### src/rtl/bba_pkg.sv
// Package for the bitmap block allocator.
// Holds the shared defaults, operation codes, state type and the cell control struct.
// No dependencies.
package bba_pkg;

    localparam int NUM_BLOCKS_DEF      = 256;
    localparam int RESERVED_BLOCKS_DEF = 22;

    // operation codes of the func field
    localparam logic FUNC_WRITE = 1'b0;
    localparam logic FUNC_ALLOC = 1'b1;

    typedef enum logic {
        ST_IDLE,
        ST_SCAN
    } t_state;

    // control broadcast to every cell of the map chain
    typedef struct packed {
        logic shift;    // rotate the map one place toward cell 0
        logic wr_en;    // write one entry this cycle
        logic wr_data;  // value written: 1 used, 0 free
    } t_chain_ctrl;

endpackage

### src/rtl/bba_cell.sv
// One map cell of the block allocator: holds one allocation bit.
// Depends on bba_pkg (t_chain_ctrl).
module bba_cell
    import bba_pkg::*;
(
    input  logic        i_clk,
    input  logic        i_rst_n,
    input  logic        i_init,
    input  t_chain_ctrl i_ctrl,
    input  logic        i_sel,
    input  logic        i_next,
    output logic        o_bit
);

    logic r_bit;

    // shift takes the neighbor's bit; otherwise a selected write lands here
    always_ff @(posedge i_clk) begin
        if (!i_rst_n) begin
            r_bit <= i_init;
        end else if (i_ctrl.shift) begin
            r_bit <= i_next;
        end else if (i_ctrl.wr_en && i_sel) begin
            r_bit <= i_ctrl.wr_data;
        end
    end

    assign o_bit = r_bit;

endmodule

### src/rtl/bba_chain.sv
// Ring of allocation-map cells; cell 0 is the scan head.
// Depends on bba_pkg and bba_cell.
module bba_chain
    import bba_pkg::*;
#(
    parameter int NUM_BLOCKS      = NUM_BLOCKS_DEF,
    parameter int RESERVED_BLOCKS = RESERVED_BLOCKS_DEF,
    localparam int IW             = $clog2(NUM_BLOCKS)
) (
    input  logic          i_clk,
    input  logic          i_rst_n,
    input  t_chain_ctrl   i_ctrl,
    input  logic [IW-1:0] i_wr_index,
    output logic          o_head,
    output logic          o_wr_old
);

    logic [NUM_BLOCKS-1:0] bits;
    logic [NUM_BLOCKS-1:0] sel;

    for (genvar k = 0; k < NUM_BLOCKS; k++) begin : g_cell
        localparam int NXT = (k + 1) % NUM_BLOCKS;

        assign sel[k] = (i_wr_index == IW'(k));

        bba_cell u_cell (
            .i_clk   (i_clk),
            .i_rst_n (i_rst_n),
            .i_init  ((k < RESERVED_BLOCKS) ? 1'b1 : 1'b0),
            .i_ctrl  (i_ctrl),
            .i_sel   (sel[k]),
            .i_next  (bits[NXT]),
            .o_bit   (bits[k])
        );
    end

    assign o_head   = bits[0];
    assign o_wr_old = |(sel & bits);

endmodule

### src/rtl/bitmap_block_allocator_core.sv
// Top level of the bitmap block allocator: command FSM, free counter, scan logic.
// Depends on bba_pkg and bba_chain.
//
// Usage:
//   Command channel: an item is taken at a clock edge with start high and busy
//   low. i_func selects a map write (i_block_index, i_mark_used) or an
//   allocation request (i_blocks_needed, i_contiguous).
//   Result channel: o_done is high for exactly one cycle with o_granted,
//   o_first_block and o_free_count. The receiver cannot stall; each result
//   beat is taken at the edge that ends its cycle.
//   Result timing:
//     map write, or a request for zero blocks or for more than the free
//     count: result in the cycle after the command beat; busy stays low.
//     request that scans: the map rotates once around the cell ring past the
//     head cell, one entry per cycle, and the result is registered after the
//     last rotation, so the scan length grows with NUM_BLOCKS.
//   busy is high during the scan; a new command can be given in the cycle that
//   carries o_done.
//   Reset (synchronous, active low): the first RESERVED_BLOCKS map entries are
//   marked used, the rest free; the free count is reloaded; no result pending.
module bitmap_block_allocator_core
    import bba_pkg::*;
#(
    parameter int NUM_BLOCKS      = NUM_BLOCKS_DEF,
    parameter int RESERVED_BLOCKS = RESERVED_BLOCKS_DEF
) (
    input  logic       i_clk,
    input  logic       i_rst_n,
    input  logic       start,
    output logic       busy,
    input  logic       i_func,
    input  logic [7:0] i_block_index,
    input  logic       i_mark_used,
    input  logic [8:0] i_blocks_needed,
    input  logic       i_contiguous,
    output logic       o_done,
    output logic       o_granted,
    output logic [7:0] o_first_block,
    output logic [8:0] o_free_count
);

    localparam int IW    = $clog2(NUM_BLOCKS);
    localparam int FW    = $clog2(NUM_BLOCKS + 1);
    localparam int CW    = (FW > 9) ? FW : 9;
    localparam int SW    = (IW > 8) ? IW : 8;
    localparam int RES   = (RESERVED_BLOCKS < NUM_BLOCKS) ? RESERVED_BLOCKS : NUM_BLOCKS;
    localparam int FREE0 = NUM_BLOCKS - RES;

    t_state      r_state, n_state;
    logic [FW-1:0] r_free, n_free;
    logic [FW-1:0] r_run, n_run;
    logic [IW-1:0] r_step, n_step;
    logic [8:0]  r_target, n_target;
    logic        r_found, n_found;
    logic [7:0]  r_start, n_start;
    logic        r_done, n_done;
    logic        r_granted, n_granted;
    logic [7:0]  r_first, n_first;

    t_chain_ctrl ctrl;
    logic        head;
    logic        wr_old;
    logic        idx_ok;
    logic        hit;
    logic [SW-1:0] step_w;
    logic [7:0]  hit_start;
    logic [FW-1:0] run_next;

    bba_chain #(
        .NUM_BLOCKS      (NUM_BLOCKS),
        .RESERVED_BLOCKS (RESERVED_BLOCKS)
    ) u_chain (
        .i_clk      (i_clk),
        .i_rst_n    (i_rst_n),
        .i_ctrl     (ctrl),
        .i_wr_index (IW'(i_block_index)),
        .o_head     (head),
        .o_wr_old   (wr_old)
    );

    assign idx_ok = (32'(i_block_index) < 32'(NUM_BLOCKS));

    // run length ending at the entry now under the head; start kept mod 256
    assign run_next  = head ? '0 : (r_run + FW'(1));
    assign hit       = !r_found && (CW'(run_next) == CW'(r_target));
    assign step_w    = SW'(r_step);
    assign hit_start = step_w[7:0] + 8'd1 - r_target[7:0];

    always_comb begin
        n_state   = r_state;
        n_free    = r_free;
        n_run     = r_run;
        n_step    = r_step;
        n_target  = r_target;
        n_found   = r_found;
        n_start   = r_start;
        n_done    = 1'b0;
        n_granted = 1'b0;
        n_first   = 8'd0;
        ctrl      = '0;
        ctrl.wr_data = i_mark_used;

        case (r_state)
            ST_IDLE: begin
                if (start) begin
                    if (i_func == FUNC_WRITE) begin
                        ctrl.wr_en = idx_ok;
                        if (idx_ok && (wr_old != i_mark_used)) begin
                            n_free = i_mark_used ? (r_free - FW'(1)) : (r_free + FW'(1));
                        end
                        n_done = 1'b1;
                    end else if ((i_blocks_needed == 9'd0) ||
                                 (CW'(r_free) < CW'(i_blocks_needed))) begin
                        n_done = 1'b1;
                    end else begin
                        // chained mode is a first-fit search for a run of one
                        n_target = i_contiguous ? i_blocks_needed : 9'd1;
                        n_run    = '0;
                        n_step   = '0;
                        n_found  = 1'b0;
                        n_start  = 8'd0;
                        n_state  = ST_SCAN;
                    end
                end
            end
            ST_SCAN: begin
                ctrl.shift = 1'b1;
                n_run      = run_next;
                n_step     = r_step + IW'(1);
                if (hit) begin
                    n_found = 1'b1;
                    n_start = hit_start;
                end
                // last rotation puts the map back in place
                if (r_step == IW'(NUM_BLOCKS - 1)) begin
                    n_state   = ST_IDLE;
                    n_done    = 1'b1;
                    n_granted = r_found || hit;
                    n_first   = r_found ? r_start : (hit ? hit_start : 8'd0);
                end
            end
            default: begin
                n_state = ST_IDLE;
            end
        endcase
    end

    always_ff @(posedge i_clk) begin
        if (!i_rst_n) begin
            r_state   <= ST_IDLE;
            r_free    <= FW'(FREE0);
            r_done    <= 1'b0;
            r_granted <= 1'b0;
            r_first   <= 8'd0;
        end else begin
            r_state   <= n_state;
            r_free    <= n_free;
            r_done    <= n_done;
            r_granted <= n_granted;
            r_first   <= n_first;
        end
    end

    // scan payload, no reset needed
    always_ff @(posedge i_clk) begin
        r_run    <= n_run;
        r_step   <= n_step;
        r_target <= n_target;
        r_found  <= n_found;
        r_start  <= n_start;
    end

    assign busy          = (r_state != ST_IDLE);
    assign o_done        = r_done;
    assign o_granted     = r_granted;
    assign o_first_block = r_first;
    assign o_free_count  = 9'(r_free);

    // result beat only once the scan has finished
    a_done_idle: assert property (@(posedge i_clk) disable iff (!i_rst_n)
        o_done |-> !busy)
        else $error("result beat while scan still running");

    // a grant never appears without its strobe
    a_grant_strobe: assert property (@(posedge i_clk) disable iff (!i_rst_n)
        o_granted |-> o_done)
        else $error("grant flag without result strobe");

    // free count stays within the map size
    a_free_range: assert property (@(posedge i_clk) disable iff (!i_rst_n)
        32'(r_free) <= 32'(NUM_BLOCKS))
        else $error("free count out of range");

    // a map write answers in the next cycle
    a_write_lat: assert property (@(posedge i_clk) disable iff (!i_rst_n)
        (start && !busy && (i_func == FUNC_WRITE)) |=> (o_done && !o_granted && !busy))
        else $error("map write result late or wrong");

endmodule
### config.mk
export PLATFORM = sky130hd
export DESIGN_NAME = bitmap_block_allocator_core
export DESIGN_NICKNAME = d
export VERILOG_FILES = /design/src/rtl/bba_pkg.sv /design/src/rtl/bba_cell.sv /design/src/rtl/bba_chain.sv /design/src/rtl/bitmap_block_allocator_core.sv
export SDC_FILE = /design/constraint.sdc
export NUM_CORES = 1
export LEC_CHECK = 0
export BUFFER_PORTS_ARGS = -buffer_cell sky130_fd_sc_hd__buf_4
export CAP_MARGIN = 10
export CORE_ASPECT_RATIO = 1.5
export CORE_MARGIN = 2
export CORE_UTILIZATION = 35
export DETAILED_ROUTE_END_ITERATION = 12
export PLACE_DENSITY_LB_ADDON = 0.05
export SLEW_MARGIN = 40
export SYNTH_ARGS = -nofsm -noshare
export SYNTH_HDL_FRONTEND = slang
export SYNTH_HIERARCHICAL = 1
export SYNTH_SLANG_ARGS = --single-unit
### constraint.sdc
create_clock -name i_clk -period 41.1 [get_ports i_clk]
set_clock_uncertainty 0.15 [all_clocks]
set_input_delay 10.275 -clock i_clk [delete_from_list [all_inputs] [get_ports i_clk]]
set_output_delay 10.275 -clock i_clk [all_outputs]
set_load 0.005 [all_outputs]
==> results of run 1 <==
-- stage by stage --
step             util  cells
2_1_floorplan       -   2801
3_3_place_gp   0.3909   3621
3_5_place_dp   0.3919   3623
4_1_cts        0.4108   3694
5_1_grt        0.4119   3696
6_report       0.4119   3696
-- report_power, final --
part           total, mW  leakage [nW]  switching, mW  internal, mW
Combinational      0.154          5.24         0.0964        0.0577
Clock              0.337         0.583          0.146         0.191
Sequential         0.420          2.97         0.0372         0.383
Total              0.911          8.79          0.280         0.632
-- cells by family (layout without fill, tap and decap cells) --
logic type,Yosys count,in the layout,share of synthesized area
and+or+nand+nor,1378,1378,0.3099
xor gates and xnor gates,27,27,0.01062
muxes,259,259,0.1164
other,2,256,0.0003373
AOI/OAI and AO/OA,431,431,0.1129
adders and majority gates,26,26,0.01529
buffers and inverters,113,203,0.02411
DFF,311,311,0.4105
-- synthesized netlist by cell type, drive strengths merged, types with 7 or more instances --
cell type / count / area [um2]
inv: 24 / 90.09
a221oi: 9 / 78.83
nor4bb: 9 / 96.35
nor2: 549 / 2061
nand4: 23 / 150.1
nand2: 307 / 1152
o211ai: 8 / 60.06
o21ai: 20 / 100.1
dfxtp: 20 / 400.4
nand3b: 257 / 1929
nor4b: 9 / 110.1
a21oi: 294 / 1471
mux2i: 259 / 2592
nand2b: 7 / 43.79
a22oi: 54 / 405.4
xor2: 12 / 105.1
nor4: 15 / 115.1
nand3: 104 / 535.5
edfxtp: 291 / 8738
nor2b: 18 / 112.6
xnor2: 15 / 131.4
ha: 24 / 300.3
and4b: 9 / 90.09
nor3: 7 / 35.03
or3: 12 / 77.57
and3: 13 / 86.33
and2: 20 / 125.1
clkbuf: 53 / 200.2
buf: 36 / 246.5
-- worst paths after layout --
check	start	to	cells after the start
worst min-delay path	r_start[0]	o_first_block[0]	2
worst max-delay path	i_block_index[6]	o_free_count[8]	12
worst min register to register	r_start[0]	o_first_block[0]	2
worst max register to register	u_chain/g_cell[0].u_cell/o_bit	o_free_count[8]	10
-- cell type report --
cell class	instances	area, um2	area share
clock inverter	14	101.3	0.003893
timing repair buffer	108	939.7	0.03609
multi-input combinational	2377	13660	0.5246
clock buffer	57	1095	0.04205
sequential	311	9143	0.3512
inverter	24	90.09	0.003460
tap	805	1007	0.03869
-- registers in the layout, indices dropped and copies added, names as in the netlist --
name	cells
o_done	1
r_step	8
o_granted	1
r_found	1
u_chain/g_cell.u_cell/o_bit	256
o_first_block	8
r_run	9
r_start	8
r_target	9
busy	1
o_free_count	9
-- layer usage --
metal	wire (um)	vias to the layer above	part of all wire
met5	8	-	0.000085
met4	6668	2	0.071
met3	5913	245	0.063
met2	43730	868	0.46
met1	38080	9858	0.40
li1	-	9719	-
-- worst reg2reg max path, stage by stage, from the launching register on --
cell	delay, ns
edfxtp_1	0.68
nand3_1	0.23
nand4_1	0.12
nor4_1	0.43
nand4_1	0.18
nor4_1	0.45
nand4_1	0.34
xor2_1	0.30
nand2_1	0.36
or3_1	0.46
a21boi_1	0.14
==> flow_summary_export.csv, run 1 <==
group,metric,value,unit
timing,slew_viol_final,0,
drt,wl_per_cell,25.54,um
layout,syn_to_final_growth,16.93,%
drt,route.vias.total,20690,
timing,worst_slack,27.22,ns
timing,setup_viol,0,
die,core-area,63200,um2
pwr,power,911.2,uW
status,status,"finished clean",
global_routing,grt_max_degree,184,
drt,viasPerCell,5.598,
worst_setup_path,slowest_stage,"a221oi_1",
die,rows,113,
worst_setup_path,crit_family,"simple AND/OR/NAND/NOR gates",
drt,ant_nets,0,
cts,cts_buffers,39,
cts,clkLatencyLatePin,0.58,ns
logic_synthesis,synth_flop_cell,"edfxtp_1",
worst_setup_path,cp.arrival,14.24,ns
place,pre_cts_ws,26.69,ns
logic_synthesis,synth_cell_type_count,72,
hold_path,hold_path.class,"flop to flop",
die,die_x,209.9,um
cts,cts_hold_buf,0,
drt,wl,94390,um
logic_synthesis,ys_seq_area_frac,0.4105,
logic_synthesis,synth-edff-count,291,
cts,cts_setup_buffers,0,
die,initial_core_util,0.3523,
die,dieArea,65690,um2
logic_synthesis,postSynthCellCount,2547,
cts,clockRootBuffer,"clkbuf_16",
place,gp_congestion,0.9895,
flow_run,drv_cap,0,
layout,final_cell_mix,"548 x nor2_1, 307 x nand2_1, 294 x a21oi_1",
cts,cts_sinks,311,
layout,final_cell_area,26030,um2
timing,finalCritPeriodShare,0.3378,
layout,fin_nets,2910,
global_routing,busiest_layer,"met2",
timing,max_slew_margin,0.4027,
logic_synthesis,synth_area,22270,um2
global_routing,grt_overflow,0,
drt,drt_iter0_drc,2322,
cts,cts_resized,0,
layout,final_common_cell,"nor2_1",
cts,cts_tree,"built",
global_routing,met3_usage,0.03286,
worst_setup_path,cp_num_buf_inv,1,
logic_synthesis,async_reset_ff_frac,0,
worst_setup_path,critical_path.endpoint_type,"flop",
global_routing,grt_pass1_wl,135800,um
timing,timing.fmax,0.07204,GHz
drt,firstDrtPassIters,6,
cts,h-tree-depth,2,
pwr,power.density,35.00,nW/um2
pwr,max-vdd-ir-drop,0.02455,mV
worst_setup_path,path_class,"primary input to flop",
worst_setup_path,max_stage_delay,0.77,ns
cts,path_clk_slew,0.06,ns
timing,worst_slew_pin_slew,0.8949,ns
layout,drive_gt1_frac,0.06607,
logic_synthesis,ys_warn_count,6,
timing,hold_viol,0,
global_routing,grt_util_met1,0.3536,
timing,fin_setup_tns,0,ns
layout,fillCellCount,6413,
worst_setup_path,path_cells,"buf_4, nor2b_1, nand2_1, nor2_1, a221oi_1, nand4_1, nor4_2, nand4_1, xor2_1, nand2_1, or3_1, a21boi_1",
worst_setup_path,worst-r2r-setup-slack,37.21,ns
layout,diodes,0,
worst_setup_path,setup.worst_path.start_class,"primary input",
drt,drc,0,
timing,grt_setup_unrepaired,"no",
timing,fin_hold_ws,0.3594,ns
global_routing,antenna_found_initial,1,
die,ios,43,
place,dp_hpwl,63660,um
logic_synthesis,syn_avg_cell_area,8.742,um2
place,post_dp_cell_area,24770,um2
timing,period_needed,13.88,ns
global_routing,met2_usage,0.4653,
global_routing,track_usage,0.2820,
global_routing,grt_pass1_vias,19410,
logic_synthesis,ys_ff_latch,311,
place,io_buffers,42,
worst_setup_path,required,41.46,ns
die,fp.dieH,312.9,um
worst_setup_path,crit_fanout,28,
pwr,leakage,8.788,nW
cts,clk_path_buf_depth,3,
Note: power is estimated with default switching activity, not from simulation.
==> run 2: changes to the inputs <==
Settings changed: ABC_AREA set to 1.
Clock period 41.1 ns to 11.3 ns, I/O delays scaled along.
==> run 2 against run 1 <==
  * Non-clock buffer count fell by 18
  * Global-route usage down 4.6 points
  * Clock power increased to 4.1 times the previous value
  * Combinational power rose to 4.5 times the previous value
  * Die area grew 19%
  * First-iteration DRC count down 16%
  * Design area up 17%
  * Core utilization decreased by 0.51 points
  * Hold slack gained 0.011 ns
  * Largest cell class unchanged
==> flow_summary_export.csv, run 2 <==
group,metric,value,unit
status,status,"finished clean",
cts,cts_resized,0,
logic_synthesis,synthDominantCellAreaShare,0.3290,
layout,final_common_cell,"nand2_1",
cts,cts_sinks,311,
drt,drc,0,
drt,firstDrtPassIters,6,
global_routing,antenna_found_initial,0,
layout,fin_nets,4828,
layout,fillCellCount,8351,
cts,cts_tree,"built",
die,rows,123,
hold_path,hold_path.class,"flop to flop",
timing,fin_setup_tns,0,ns
logic_synthesis,ys_ff_latch,311,
drt,wl_per_cell,16.01,um
pwr,power.density,117.3,nW/um2
drt,ant_nets,0,
global_routing,grt_pass1_vias,24620,
drt,route.vias.total,26220,
logic_synthesis,async_reset_ff_frac,0,
cts,cts_setup_buffers,0,
timing,finalCritPeriodShare,0.5129,
timing,hold_viol,0,
global_routing,track_usage,0.2357,
layout,largest_reg_flops,256,
timing,max_slew_margin,0.4424,
worst_setup_path,required,11.69,ns
place,post_dp_cell_area,29170,um2
layout,finalNonFillerCells,5809,
layout,diodes,0,
worst_setup_path,path_cells,"buf_4, inv_1, nand2_1, nor2_2, buf_4, nand3_1, nand4_1, nor2_1, nand2_1, nor2_1, nand2_1, nor2_1, nand2_1, xor2_1, nand2_1, inv_1, nor2_1, nor2_1, o21ai_0, inv_1",
global_routing,grt_pass1_wl,143300,um
logic_synthesis,synth_flop_cell,"edfxtp_1",
flow_run,drv_cap,0,
place,gp_congestion,0.8164,
layout,final_cell_mix,"1548 x nand2_1, 1200 x inv_1, 786 x nand3_1",
cts,path_clk_slew,0.06,ns
place,io_buffers,42,
die,fp.dieH,341.4,um
timing,grt_setup_unrepaired,"no",
die,die_x,228.9,um
drt,wl,92980,um
timing,slew_viol_final,0,
cts,cts_buffers,41,
logic_synthesis,synth_cell_type_count,38,
worst_setup_path,setup.worst_path.start_class,"primary input",
logic_synthesis,synthTopCellsByArea,"edfxtp_1 33%, nand2_1 22%, inv_1 17%, nand3_1 15%, nor2_1 4.9%",
layout,final_cell_area,30550,um2
timing,timing.fmax,0.1726,GHz
pwr,leakage,16.41,nW
die,ios,43,
die,initial_core_util,0.3536,
layout,syn_to_final_growth,15.05,%
worst_setup_path,path_class,"primary input to flop",
cts,clkLatencyLatePin,0.59,ns
cts,clockRootBuffer,"clkbuf_16",
logic_synthesis,synthTopCellsByCount,"1549 x nand2_1, 1200 x inv_1, 786 x nand3_1, 346 x nor2_1, 291 x edfxtp_1",
timing,setup_viol,0,
worst_setup_path,max_stage_delay,0.55,ns
cts,h-tree-depth,2,
cts,clk_path_buf_depth,3,
logic_synthesis,synth_area_leader_cell,"edfxtp_1",
worst_setup_path,slowest_stage,"nor2_2",
logic_synthesis,synth.most_common_cell,"nand2_1",
die,core-area,75100,um2
worst_setup_path,critical_path.endpoint_type,"flop",
pwr,max-vdd-ir-drop,0.1056,mV
logic_synthesis,ys_warn_count,6,
logic_synthesis,synth_area,26560,um2
logic_synthesis,synth-edff-count,291,
global_routing,grt_max_degree,157,
timing,period_needed,5.795,ns
place,dp_hpwl,60570,um
logic_synthesis,ys_seq_area_frac,0.3441,
timing,fin_hold_ws,0.3702,ns
cts,cts_hold_buf,0,
layout,drive_gt1_frac,0.04263,
die,dieArea,78140,um2
global_routing,grt_overflow,0,
layout,seqCellArea,9143,um2
logic_synthesis,postSynthCellCount,4462,
worst_setup_path,cp.arrival,6.19,ns
drt,drt_iter0_drc,1947,
place,place_inst,5736,
layout,multi_input_area,13460,um2
worst_setup_path,crit_fanout,13,
timing,worst_slew_pin_slew,0.8355,ns
logic_synthesis,syn_avg_cell_area,5.952,um2
drt,viasPerCell,4.514,
## run 2: cell count changes after synthesis, sizes merged, moves of 15 or more
cell / previous run / this run
nor4: 15 / 0
clkbuf: 53 / 31
a21oi: 294 / 37
nand3: 104 / 790
nor2: 549 / 385
nand2: 307 / 1553
inv: 24 / 1204
mux2i: 259 / 0
nand3b: 257 / 0
and2: 20 / 0
a22oi: 54 / 0
nor2b: 18 / 0
## run 2: worst paths after layout
path / startpoint / end / slack, ns / cells past startpoint
worst max register to register: u_chain/g_cell[130].u_cell/o_bit / o_free_count[4] / 8.27 / 17
worst min-delay path: r_start[6] / o_first_block[6] / 0.37 / 2
worst min register to register: r_start[6] / o_first_block[6] / 0.37 / 2
worst max-delay path: i_block_index[3] / o_free_count[4] / 5.50 / 20
## run 2: per-layer routing
layer / vias up / share of wire / GRT usage
li1: 13810 / - / -
met1: 11830 / 0.43 / 0.2901
met2: 478 / 0.51 / 0.4369
met3: 107 / 0.038 / 0.02392
met4: 0 / 0.024 / 0.06074
met5: - / 0 / 0
## run 2: final cells by class
type / instances / share of cell area
Multi-Input combinational cell: 3129 / 0.4406
Sequential cell: 311 / 0.2992
Inverter: 1206 / 0.1482
Tap cell: 1000 / 0.04095
Clock buffer: 58 / 0.04013
Timing Repair Buffer: 90 / 0.02654
Clock inverter: 15 / 0.004382
## run 2: cell families after synthesis
kind of cell / Yosys count / share of synthesized area
other: 2 / 0.0002828
flip-flops: 311 / 0.3441
AND/OR/NAND/NOR: 2771 / 0.4386
adder cells (fa/ha/maj): 26 / 0.01282
buffers and inverters: 1276 / 0.1864
XOR/XNOR: 14 / 0.004617
AO/OA/AOI/OAI: 62 / 0.01315
## run 2: power breakdown
part / total (mW) / switching (mW) / internal (mW) / leakage (nW)
combinational: 0.694 / 0.484 / 0.210 / 12.7
sequential: 1.51 / 0.0983 / 1.41 / 3.05
clock: 1.38 / 0.580 / 0.803 / 0.663
## run 2: worst max-delay path: cells and delay by family
family          cells  cell delay, ns
compound gates      1            0.08
xor+xnor            1            0.17
buf+inv             5            0.90
simple gates       13            2.15
## run 2: stage by stage
stage | power [mW] | util | setup WS (ns)
floorplan | 1.976 | - | -5.739
global placement | 2.226 | 0.3871 | 4.751
detailed placement | 2.229 | 0.3883 | 4.964
CTS | 3.640 | 0.4065 | 5.606
global route | 3.784 | 0.4068 | 5.377
finish | 3.585 | 0.4068 | 5.505
